File: config.mk
export PLATFORM = sky130hd
export DESIGN_NAME = radix_integer_text_parser_flat
export DESIGN_NICKNAME = d
export VERILOG_FILES = /design/src/rit_pkg.sv /design/src/rit_ifs.sv /design/src/radix_integer_text_parser.sv /design/src/flat_wrapper.sv
export SDC_FILE = /design/constraint.sdc
export NUM_CORES = 2
export LEC_CHECK = 0
export BUFFER_PORTS_ARGS = -buffer_cell sky130_fd_sc_hd__buf_2
export CORE_AREA = 2 2 233 258
export CTS_CLUSTER_DIAMETER = 150
export CTS_CLUSTER_SIZE = 16
export DETAILED_ROUTE_END_ITERATION = 12
export DIE_AREA = 0 0 235 260
export SYNTH_ARGS = -nofsm -noshare
export SYNTH_HDL_FRONTEND = slang
export SYNTH_SLANG_ARGS = --single-unit
File: constraint.sdc
create_clock -name clk -period 8.1 [get_ports clk]
set_clock_uncertainty 0.15 [all_clocks]
set_input_delay 0.81 -clock clk [delete_from_list [all_inputs] [get_ports clk]]
set_output_delay 0.81 -clock clk [all_outputs]
set_load 0.03 [all_outputs]
File: src/rit_pkg.sv
// Shared constants, codes and character helpers for the radix integer text parser.
`timescale 1ns / 1ps

package rit_pkg;

    localparam int CHAR_W      = 8;
    localparam int VALUE_W     = 64;
    localparam int STATUS_W    = 3;
    localparam int CFG_INDEX_W = 2;
    localparam int CFG_DATA_W  = 6;
    localparam int RADIX_W     = 6;

    // Register indexes on the configuration port.
    localparam logic [CFG_INDEX_W-1:0] REG_RADIX_MODE   = 2'd0;
    localparam logic [CFG_INDEX_W-1:0] REG_WIDTH_SELECT = 2'd1;
    localparam logic [CFG_INDEX_W-1:0] REG_SIGNED_MODE  = 2'd2;

    // Result status codes.
    localparam logic [STATUS_W-1:0] ST_OK       = 3'd0;
    localparam logic [STATUS_W-1:0] ST_EMPTY    = 3'd1;
    localparam logic [STATUS_W-1:0] ST_FORMAT   = 3'd2;
    localparam logic [STATUS_W-1:0] ST_TRAILING = 3'd3;
    localparam logic [STATUS_W-1:0] ST_RANGE    = 3'd4;
    localparam logic [STATUS_W-1:0] ST_BASE     = 3'd5;

    localparam logic [RADIX_W-1:0] RADIX_AUTO    = 6'd0;
    localparam logic [RADIX_W-1:0] RADIX_MIN     = 6'd2;
    localparam logic [RADIX_W-1:0] RADIX_MAX     = 6'd36;
    localparam logic [RADIX_W-1:0] RADIX_DEC     = 6'd10;
    localparam logic [RADIX_W-1:0] RADIX_HEX     = 6'd16;
    localparam logic [RADIX_W-1:0] RADIX_BIN     = 6'd2;
    localparam logic [RADIX_W-1:0] RADIX_OCT     = 6'd8;
    localparam logic [RADIX_W-1:0] RADIX_RESET   = 6'd10;

    localparam logic [CHAR_W-1:0] CH_PLUS  = 8'h2B;
    localparam logic [CHAR_W-1:0] CH_MINUS = 8'h2D;
    localparam logic [CHAR_W-1:0] CH_ZERO  = 8'h30;
    localparam logic [CHAR_W-1:0] CH_NINE  = 8'h39;
    localparam logic [CHAR_W-1:0] CH_UPPER_A = 8'h41;
    localparam logic [CHAR_W-1:0] CH_UPPER_Z = 8'h5A;
    localparam logic [CHAR_W-1:0] CH_LOWER_A = 8'h61;
    localparam logic [CHAR_W-1:0] CH_LOWER_Z = 8'h7A;
    localparam logic [CHAR_W-1:0] CH_LOWER_X = 8'h78;
    localparam logic [CHAR_W-1:0] CH_LOWER_B = 8'h62;
    localparam logic [CHAR_W-1:0] CH_LOWER_O = 8'h6F;
    localparam logic [CHAR_W-1:0] CASE_OFFSET = 8'h20;

    function automatic logic is_blank(input logic [CHAR_W-1:0] c);
        return (c == 8'h20) || (c == 8'h09) || (c == 8'h0A) ||
               (c == 8'h0D) || (c == 8'h0C) || (c == 8'h0B);
    endfunction

    function automatic logic [CHAR_W-1:0] fold_case(input logic [CHAR_W-1:0] c);
        return ((c >= CH_UPPER_A) && (c <= CH_UPPER_Z)) ? c + CASE_OFFSET : c;
    endfunction

    // Returns {valid, value}; value is 0..35 when valid.
    function automatic logic [RADIX_W:0] digit_of(input logic [CHAR_W-1:0] c);
        logic [CHAR_W-1:0] l;
        logic [CHAR_W-1:0] v;
        l = fold_case(c);
        if ((l >= CH_ZERO) && (l <= CH_NINE))
        begin
            v = l - CH_ZERO;
            return {1'b1, v[RADIX_W-1:0]};
        end
        else if ((l >= CH_LOWER_A) && (l <= CH_LOWER_Z))
        begin
            v = l - CH_LOWER_A + 8'd10;
            return {1'b1, v[RADIX_W-1:0]};
        end
        return '0;
    endfunction

endpackage

File: src/rit_ifs.sv
// Stream interfaces for the character input and the result output.
`timescale 1ns / 1ps

interface rit_char_if
    import rit_pkg::*;
();
    logic              valid;
    logic              ready;
    logic [CHAR_W-1:0] char_code;
    logic              char_present;
    logic              end_of_text;

    modport source (output valid, output char_code, output char_present,
                    output end_of_text, input ready);
    modport sink   (input valid, input char_code, input char_present,
                    input end_of_text, output ready);
endinterface

interface rit_result_if
    import rit_pkg::*;
();
    logic                valid;
    logic                ready;
    logic [VALUE_W-1:0]  value_bits;
    logic [STATUS_W-1:0] status;

    modport source (output valid, output value_bits, output status, input ready);
    modport sink   (input valid, input value_bits, input status, output ready);
endinterface

File: src/radix_integer_text_parser.sv
// Top level of the radix integer text parser.
`timescale 1ns / 1ps
// Usage:
// The chars channel carries one word per character of a text: char_code,
// char_present (zero for a bare end marker) and end_of_text on the last word.
// The results channel carries one word per text: value_bits, extended to
// 64 bits, and status. Words without end_of_text produce no result.
// The configuration port writes radix_mode, width_select and signed_mode by
// index; the user must write them only while no text is in flight, as the
// block does not enforce it. radix_mode is taken at the first non-blank
// character of a text, the other two when the result is formed. Throughput
// is one character word per cycle while chars.ready is high: the parse state
// update is one multiply-accumulate of the magnitude by a 6-bit radix plus
// classification. An end word passes the input register, state snapshot and
// result register. When the receiver stalls, up to two finished texts wait in
// the snapshot and result registers while characters keep flowing; chars.ready
// drops only when a third end word reaches the input register with both of
// them full. Reset restores the register defaults (radix 10, 32 bits, signed)
// and clears the parse state; no result is pending after reset.
module radix_integer_text_parser
    import rit_pkg::*;
#(
    parameter int MAX_VALUE_WIDTH = 64
)(
    input  logic                   clk,
    input  logic                   rst_n,
    rit_char_if.sink               chars,
    rit_result_if.source           results,
    input  logic                   cfg_write,
    input  logic [CFG_INDEX_W-1:0] cfg_index,
    input  logic [CFG_DATA_W-1:0]  cfg_data
);

    localparam int MW = MAX_VALUE_WIDTH;
    localparam int PW = MAX_VALUE_WIDTH + RADIX_W;
    localparam logic [6:0] MAX_W7 = 7'(MAX_VALUE_WIDTH);

    typedef enum logic [2:0] {
        PH_LEAD,
        PH_SIGN,
        PH_ZERO,
        PH_PREFIX,
        PH_DIGITS,
        PH_FAILED
    } phase_t;

    typedef enum logic [1:0] {
        ERR_NONE,
        ERR_FORMAT,
        ERR_TRAILING,
        ERR_BASE
    } err_t;

    typedef struct packed {
        phase_t          phase;
        err_t            sticky;
        logic            ovf;
        logic            neg;
        logic [MW-1:0]   mag;
    } snap_t;

    // Configuration registers
    logic [RADIX_W-1:0] radix_mode_reg;
    logic [1:0]         width_select_reg;
    logic               signed_mode_reg;

    // Parse state
    phase_t             phase_reg, phase_next;
    err_t               sticky_reg, sticky_next;
    logic               ovf_reg, ovf_next;
    logic               neg_reg, neg_next;
    logic [MW-1:0]      mag_reg, mag_next;
    logic [RADIX_W-1:0] radix_reg, radix_next;
    logic               space_reg, space_next;

    // Pipeline registers
    logic               s1_valid_reg;
    logic [CHAR_W-1:0]  s1_char_reg;
    logic               s1_present_reg;
    logic               s1_eot_reg;
    logic               s2_valid_reg;
    snap_t              snap_reg, snap_next;
    logic               out_valid_reg;
    logic [VALUE_W-1:0] out_value_reg, out_value_next;
    logic [STATUS_W-1:0] out_status_reg, out_status_next;

    logic out_free, s2_free, s2_move, s1_move, in_accept;

    assign out_free  = !out_valid_reg || results.ready;
    assign s2_free   = !s2_valid_reg || out_free;
    assign s2_move   = s2_valid_reg && out_free;
    assign s1_move   = s1_valid_reg && (!s1_eot_reg || s2_free);
    assign chars.ready = !s1_valid_reg || s1_move;
    assign in_accept = chars.valid && chars.ready;

    // Character classification and the shared multiply-accumulate
    logic               blank, use_gap, feed;
    logic [CHAR_W-1:0]  lower;
    logic [RADIX_W:0]   dig;
    logic               d_ok, d_lt;
    logic [RADIX_W-1:0] d_val, base_r, run_r;
    logic               base_bad, prefix_radix;
    logic [PW-1:0]      prod;
    logic               do_run;
    err_t               run_err;

    always_comb
    begin
        blank   = is_blank(s1_char_reg);
        lower   = fold_case(s1_char_reg);
        feed    = s1_present_reg && !blank;
        // A blank run followed by more text acts as one invalid character.
        use_gap = space_reg;
        dig     = digit_of(s1_char_reg);
        d_ok    = dig[RADIX_W] && !use_gap;
        d_val   = dig[RADIX_W-1:0];
        base_r  = (phase_reg == PH_LEAD) ? radix_mode_reg : radix_reg;
        run_r   = (base_r == RADIX_AUTO) ? RADIX_DEC : base_r;
        d_lt    = d_ok && (d_val < run_r);
        base_bad = (base_r != RADIX_AUTO) && ((base_r < RADIX_MIN) || (base_r > RADIX_MAX));
        prefix_radix = (base_r == RADIX_AUTO) || (base_r == RADIX_HEX) ||
                       (base_r == RADIX_BIN) || (base_r == RADIX_OCT);
        prod    = PW'(mag_reg) * PW'(run_r) + PW'(d_val);
    end

    always_comb
    begin
        phase_next  = phase_reg;
        sticky_next = sticky_reg;
        ovf_next    = ovf_reg;
        neg_next    = neg_reg;
        mag_next    = mag_reg;
        radix_next  = radix_reg;
        space_next  = space_reg;
        do_run      = 1'b0;
        run_err     = ERR_TRAILING;

        if (s1_present_reg && blank && (phase_reg != PH_LEAD))
        begin
            space_next = 1'b1;
        end

        if (feed)
        begin
            space_next = 1'b0;
            case (phase_reg)
                PH_LEAD, PH_SIGN:
                begin
                    if (phase_reg == PH_LEAD)
                    begin
                        radix_next = radix_mode_reg;
                    end
                    if ((phase_reg == PH_LEAD) &&
                        ((s1_char_reg == CH_PLUS) || (s1_char_reg == CH_MINUS)))
                    begin
                        neg_next   = (s1_char_reg == CH_MINUS);
                        phase_next = PH_SIGN;
                    end
                    else if (base_bad)
                    begin
                        phase_next  = PH_FAILED;
                        sticky_next = ERR_BASE;
                    end
                    else if (!use_gap && (s1_char_reg == CH_ZERO) && prefix_radix)
                    begin
                        phase_next = PH_ZERO;
                    end
                    else
                    begin
                        radix_next = run_r;
                        phase_next = PH_DIGITS;
                        do_run     = 1'b1;
                        run_err    = ERR_FORMAT;
                    end
                end
                PH_ZERO:
                begin
                    if (!use_gap && (lower == CH_LOWER_X) &&
                        ((base_r == RADIX_AUTO) || (base_r == RADIX_HEX)))
                    begin
                        radix_next = RADIX_HEX;
                        phase_next = PH_PREFIX;
                    end
                    else if (!use_gap && (lower == CH_LOWER_B) &&
                             ((base_r == RADIX_AUTO) || (base_r == RADIX_BIN)))
                    begin
                        radix_next = RADIX_BIN;
                        phase_next = PH_PREFIX;
                    end
                    else if (!use_gap && (lower == CH_LOWER_O) &&
                             ((base_r == RADIX_AUTO) || (base_r == RADIX_OCT)))
                    begin
                        radix_next = RADIX_OCT;
                        phase_next = PH_PREFIX;
                    end
                    else
                    begin
                        radix_next = run_r;
                        phase_next = PH_DIGITS;
                        do_run     = 1'b1;
                        run_err    = ERR_TRAILING;
                    end
                end
                PH_PREFIX:
                begin
                    phase_next = PH_DIGITS;
                    do_run     = 1'b1;
                    run_err    = ERR_FORMAT;
                end
                PH_DIGITS:
                begin
                    do_run  = 1'b1;
                    run_err = ERR_TRAILING;
                end
                default:
                begin
                end
            endcase

            if (do_run)
            begin
                if (!d_lt)
                begin
                    phase_next  = PH_FAILED;
                    sticky_next = run_err;
                end
                else if (!ovf_reg)
                begin
                    // The magnitude only grows, so passing the widest target
                    // stays an overflow to the end of the text.
                    if (prod[PW-1:MW] != '0)
                    begin
                        ovf_next = 1'b1;
                    end
                    else
                    begin
                        mag_next = prod[MW-1:0];
                    end
                end
            end
        end

        snap_next.phase  = phase_next;
        snap_next.sticky = sticky_next;
        snap_next.ovf    = ovf_next;
        snap_next.neg    = neg_next;
        snap_next.mag    = mag_next;
    end

    // Result formation from the snapshot of a finished text
    logic [6:0]    w_sel, w_cur;
    logic [MW-1:0] high_m, top_m, low_m;
    logic          above_max, top_set, low_set;
    phase_t        phase_f;

    always_comb
    begin
        w_sel = 7'd8 << width_select_reg;
        w_cur = (w_sel > MAX_W7) ? MAX_W7 : w_sel;
        for (int i = 0; i < MW; i++)
        begin
            high_m[i] = (7'(i) >= w_cur);
            top_m[i]  = (7'(i) == (w_cur - 7'd1));
            low_m[i]  = (7'(i) < (w_cur - 7'd1));
        end
        above_max = |(snap_reg.mag & high_m);
        top_set   = |(snap_reg.mag & top_m);
        low_set   = |(snap_reg.mag & low_m);
        phase_f   = (snap_reg.phase == PH_ZERO) ? PH_DIGITS : snap_reg.phase;

        out_value_next  = '0;
        out_status_next = ST_OK;
        if (phase_f == PH_LEAD)
        begin
            out_status_next = ST_EMPTY;
        end
        else if (phase_f == PH_SIGN)
        begin
            out_status_next = ST_FORMAT;
        end
        else if (snap_reg.sticky == ERR_BASE)
        begin
            out_status_next = ST_BASE;
        end
        else if (phase_f == PH_PREFIX)
        begin
            out_status_next = ST_FORMAT;
        end
        else if (!signed_mode_reg && snap_reg.neg)
        begin
            out_status_next = ST_RANGE;
        end
        else if (snap_reg.sticky == ERR_FORMAT)
        begin
            out_status_next = ST_FORMAT;
        end
        else if (snap_reg.ovf || above_max)
        begin
            out_status_next = ST_RANGE;
        end
        else if (snap_reg.sticky == ERR_TRAILING)
        begin
            out_status_next = ST_TRAILING;
        end
        else if (!signed_mode_reg)
        begin
            out_value_next = VALUE_W'(snap_reg.mag);
        end
        else if (snap_reg.neg)
        begin
            if (top_set && low_set)
            begin
                out_status_next = ST_RANGE;
            end
            else
            begin
                out_value_next = '0 - VALUE_W'(snap_reg.mag);
            end
        end
        else
        begin
            if (top_set)
            begin
                out_status_next = ST_RANGE;
            end
            else
            begin
                out_value_next = VALUE_W'(snap_reg.mag);
            end
        end
    end

    always_ff @(posedge clk or negedge rst_n)
    begin
        if (!rst_n)
        begin
            radix_mode_reg   <= RADIX_RESET;
            width_select_reg <= 2'd2;
            signed_mode_reg  <= 1'b1;
            phase_reg        <= PH_LEAD;
            sticky_reg       <= ERR_NONE;
            ovf_reg          <= 1'b0;
            neg_reg          <= 1'b0;
            mag_reg          <= '0;
            radix_reg        <= RADIX_AUTO;
            space_reg        <= 1'b0;
            s1_valid_reg     <= 1'b0;
            s2_valid_reg     <= 1'b0;
            out_valid_reg    <= 1'b0;
            out_value_reg    <= '0;
            out_status_reg   <= ST_OK;
        end
        else
        begin
            if (cfg_write)
            begin
                case (cfg_index)
                    REG_RADIX_MODE:   radix_mode_reg   <= cfg_data[RADIX_W-1:0];
                    REG_WIDTH_SELECT: width_select_reg <= cfg_data[1:0];
                    REG_SIGNED_MODE:  signed_mode_reg  <= cfg_data[0];
                    default:
                    begin
                    end
                endcase
            end

            if (s1_move)
            begin
                if (s1_eot_reg)
                begin
                    phase_reg  <= PH_LEAD;
                    sticky_reg <= ERR_NONE;
                    ovf_reg    <= 1'b0;
                    neg_reg    <= 1'b0;
                    mag_reg    <= '0;
                    radix_reg  <= RADIX_AUTO;
                    space_reg  <= 1'b0;
                end
                else
                begin
                    phase_reg  <= phase_next;
                    sticky_reg <= sticky_next;
                    ovf_reg    <= ovf_next;
                    neg_reg    <= neg_next;
                    mag_reg    <= mag_next;
                    radix_reg  <= radix_next;
                    space_reg  <= space_next;
                end
            end

            if (in_accept)
            begin
                s1_valid_reg <= 1'b1;
            end
            else if (s1_move)
            begin
                s1_valid_reg <= 1'b0;
            end

            if (s1_move && s1_eot_reg)
            begin
                s2_valid_reg <= 1'b1;
            end
            else if (s2_move)
            begin
                s2_valid_reg <= 1'b0;
            end

            if (s2_move)
            begin
                out_valid_reg  <= 1'b1;
                out_value_reg  <= out_value_next;
                out_status_reg <= out_status_next;
            end
            else if (results.ready)
            begin
                out_valid_reg <= 1'b0;
            end
        end
    end

    always_ff @(posedge clk)
    begin
        if (in_accept)
        begin
            s1_char_reg    <= chars.char_code;
            s1_present_reg <= chars.char_present;
            s1_eot_reg     <= chars.end_of_text;
        end
        if (s1_move && s1_eot_reg)
        begin
            snap_reg <= snap_next;
        end
    end

    assign results.valid      = out_valid_reg;
    assign results.value_bits = out_value_reg;
    assign results.status     = out_status_reg;

endmodule

File: src/flat_wrapper.sv
// flat-port wrapper written by rule: the top's interface ports become plain ports
module radix_integer_text_parser_flat import rit_pkg::*;
#(
    parameter int MAX_VALUE_WIDTH = 64
)
  (clk, rst_n, cfg_write, cfg_index, cfg_data, chars_valid, chars_char_code, chars_char_present, chars_end_of_text, chars_ready, results_valid, results_value_bits, results_status, results_ready);
  rit_char_if chars_i ();
  rit_result_if results_i ();
  input  logic clk;
  input  logic rst_n;
  input  logic cfg_write;
  input  logic [CFG_INDEX_W-1:0] cfg_index;
  input  logic [CFG_DATA_W-1:0] cfg_data;
  input wire logic [$bits(chars_i.valid)-1:0] chars_valid;
  input wire logic [$bits(chars_i.char_code)-1:0] chars_char_code;
  input wire logic [$bits(chars_i.char_present)-1:0] chars_char_present;
  input wire logic [$bits(chars_i.end_of_text)-1:0] chars_end_of_text;
  output wire logic [$bits(chars_i.ready)-1:0] chars_ready;
  output wire logic [$bits(results_i.valid)-1:0] results_valid;
  output wire logic [$bits(results_i.value_bits)-1:0] results_value_bits;
  output wire logic [$bits(results_i.status)-1:0] results_status;
  input wire logic [$bits(results_i.ready)-1:0] results_ready;
  assign chars_i.valid = chars_valid;
  assign chars_i.char_code = chars_char_code;
  assign chars_i.char_present = chars_char_present;
  assign chars_i.end_of_text = chars_end_of_text;
  assign chars_ready = chars_i.ready;
  assign results_valid = results_i.valid;
  assign results_value_bits = results_i.value_bits;
  assign results_status = results_i.status;
  assign results_i.ready = results_ready;
  radix_integer_text_parser #(.MAX_VALUE_WIDTH(MAX_VALUE_WIDTH)) u_core (.clk(clk), .rst_n(rst_n), .chars(chars_i), .results(results_i), .cfg_write(cfg_write), .cfg_index(cfg_index), .cfg_data(cfg_data));
endmodule
==> results.sh <==
export IMPL_status="finished clean"
export IMPL_hold_violations=0
export IMPL_path_max_fanout=41
export IMPL_synthDistinctLibCells=103
export IMPL_fin_util_pct=48.73
export IMPL_min_path_type="input pin to asynchronous set/reset pin"
export IMPL_synth_edf_count=81
export IMPL_overflow=0
export IMPL_clkTransAtPathRegs_ns=0.07
export IMPL_synthArstFlopShare_pct=65.97
export IMPL_synthFlopType="dfrtp_1"
export IMPL_place_area_um2=27800
export IMPL_cap_violations=0
export IMPL_clkLatencyLatePin_ns=0.53
export IMPL_grt_use_total_pct=25.99
export IMPL_r2r_start="u_core.radix_reg[5]"
export IMPL_clock_sinks=238
export IMPL_first_pass_iters=6
export IMPL_ys_ff_latch=238
export IMPL_synth_area_um2=26160
export IMPL_clock_path_buffers=3
export IMPL_grt_pass1_wl_um=127100
export IMPL_reg2reg_depth=25
export IMPL_vias=21920
export IMPL_first_global_vias=22310
export IMPL_grt_max_degree=84
export IMPL_max_freq_mhz=128.8
export IMPL_irDropWorstVdd_mv=0.1082
export IMPL_drc=0
export IMPL_critPathLaunchType="register"
export IMPL_wire_per_inst_um=21.46
export IMPL_die_h_um=260
export IMPL_setup_viol=0
export IMPL_cp_arrival_ns=7.89
export IMPL_tightest_slew_ns=1.193
export IMPL_p_leak_uw=0.01336
export IMPL_drtIter0Drc=1439
export IMPL_core_rowCount=93
export IMPL_drive_above_1_share_pct=10.55
export IMPL_htree_levels=1
export IMPL_postLayoutCellArea_um2=28410
export IMPL_post_cts_resized=1
export IMPL_drv_slew=0
export IMPL_post_route_min_period_ns=7.763
export IMPL_grt_busiest_layer="met2"
export IMPL_worstSetupPathType="register to register"
export IMPL_critical_path_endpoint_type="register"
export IMPL_antenna_found_initial=0
export IMPL_avgSynthCellArea_um2=9.108
export IMPL_dieArea_um2=61100
export IMPL_fin_nets=3367
export IMPL_gpl_final_weighted_congestion=0.9506
export IMPL_cts_setup_buffers=0
export IMPL_num_antenna_cells=0
export IMPL_syn_nets=3311
export IMPL_numPortBuffers=91
export IMPL_p_total_uw=4374
export IMPL_area_growth_pct=8.610
export IMPL_die_w_um=235
export IMPL_largest_reg_flops=71
export IMPL_cp_data_required_time_ns=8.22
export IMPL_vias_per_cell=5.926
export IMPL_use_met3_pct=2.282
export IMPL_cts_made_buffers=18
export IMPL_wl_um=79380
export IMPL_start_util_pct=44.87
export IMPL_grtUsageMet2_pct=44.15
export IMPL_met1_usage_pct=36.01
export IMPL_coreArea_um2=58300
export IMPL_cts_tree="done"
export IMPL_place_hpwl_um=62130
export IMPL_timing_rr_end="u_core.snap_reg[39]"
export IMPL_rsz0062_at_grt="no"
export IMPL_cts_hold_fix_buffers=0
export IMPL_finalSetupTns_ns=0
export IMPL_ys_seq_area_share_pct=24.34
export IMPL_ys_warn_count=0
export IMPL_syn_inst=2872
export IMPL_clockRootBuffer="clkbuf_16"
export IMPL_fin_crit_sh_pct=95.84
export IMPL_io_pins=92
export IMPL_ff2ff_setup_slack_ns=0.34
export IMPL_ant_nets=0
export IMPL_relSlewSlack_pct=20.47
export IMPL_powerDensity_nw_per_um2=154.0
stage by stage:
stage | worst slack, ns | std cells | hold slack [ns]
after floorplan | 0.6565 | 2872 | 0.3231
after global placement | 0.07879 | 3668 | 0.3110
after detailed placement | 0.05942 | 3668 | 0.3059
after CTS | 0.1229 | 3699 | 0.2319
after global routing | 0.02266 | 3699 | 0.2803
final | 0.3368 | 3699 | 0.1878
routing by layer:
metal | wire (um) | up-vias | share of wire (%)
li1 | - | 10150 | -
met1 | 35330 | 10960 | 45
met2 | 38110 | 693 | 48
met3 | 4150 | 113 | 5.2
met4 | 1782 | 0 | 2.2
met5 | 0 | - | 0
report_power, final:
group / internal [uW] / switching, uW / total, uW
sequential: 1360 / 196 / 1560
combinational: 680 / 1240 / 1920
clock: 446 / 450 / 897
final cells by class:
cell class	count	area [um^2]
inverter	164	615.6
sequential	238	6366
timing repair buffer	192	1328
multi-input combinational	2314	18620
fill	5489	29890
tap	760	950.9
clock buffer	31	530.5
worst max-delay path: stages, from the launching register on:
cell and delay (ns):
dfrtp_1 0.38, or4_1 0.63, mux2i_2 0.26, inv_1 0.13, o21ai_4 0.18, buf_12 0.23, buf_12 0.20, and2_1 0.17
fa_1 0.44, fa_1 0.48, fa_1 0.52, ha_1 0.31, ha_2 0.38, and4_1 0.28, nand4_1 0.21, or3_1 0.42
nor4b_1 0.41, a2111oi_2 0.16, nand2b_1 0.19, nor4bb_1 0.28, buf_4 0.17, a21oi_4 0.04, nand4_4 0.10, buf_4 0.18
buf_12 0.16, mux2_2 0.35
placed cells by master (no fill, tap or decap), types with 81 or more instances in the layout:
cell      instances
edfxtp_1         81
ha_1            161
buf_2            90
a21oi_1         128
nor2_1          130
fa_1            252
dfrtp_1         153
nand2_1         315
and2_1          365
inv_1           162
buf_4            92
o21ai_0         183
how the worst max path moves through the flow:
stage	start	end	slack [ns]	depth (start not counted)
global placement	u_core.radix_reg[5]	u_core.mag_reg[9]	0.08	28
floorplan	u_core.phase_reg[2]	u_core.mag_reg[43]	0.66	31
global route	u_core.radix_reg[5]	u_core.snap_reg[39]	0.02	25
detailed placement	u_core.phase_reg[0]	u_core.mag_reg[9]	0.06	29
CTS	u_core.radix_reg[5]	u_core.mag_reg[9]	0.12	28
finish	u_core.radix_reg[5]	u_core.snap_reg[39]	0.34	25
kinds of logic (layout without fill, tap and decap cells):
logic type      after synthesis  in the layout  synth area share [%]
simple gates               1101           1101                 22.16
compound gates              695            695                 17.82
flops                       238            238                 24.34
fa+ha+maj                   418            418                 27.21
xor+xnor                     75             75                 2.511
buf+inv                     320            387                 4.879
mux                          25             25                 1.081
synthesized netlist by cell type (10+ instances only):
cell type	count	share of area, %
o21ai_0	186	3.6
nor2_1	131	1.9
xnor2_1	33	1.1
fa_1	252	19
o2bb2ai_1	10	0.33
and2_1	365	8.7
ha_1	164	7.8
inv_1	162	2.3
edfxtp_1	81	9.3
o21bai_1	14	0.40
a31oi_1	50	1.2
clkbuf_1	121	1.7
o2bb2ai_2	10	0.57
and3_1	13	0.31
nor3_1	61	1.2
buf_2	23	0.44
a21oi_1	129	2.5
a22o_1	19	0.64
o21a_1	10	0.29
or4_1	11	0.32
o211ai_1	20	0.57
o31ai_1	51	1.5
nand2_1	319	4.6
o21ai_1	14	0.27
nand2b_1	25	0.60
or3_1	29	0.69
a22oi_1	14	0.40
a211oi_1	13	0.37
mux2_2	16	0.69
nor4_1	19	0.45
xor2_1	42	1.4
nand4_1	29	0.69
nand3_1	44	0.84
a21o_1	53	1.5
dfrtp_1	153	15
No activity file was read; power rests on OpenSTA's default activity.
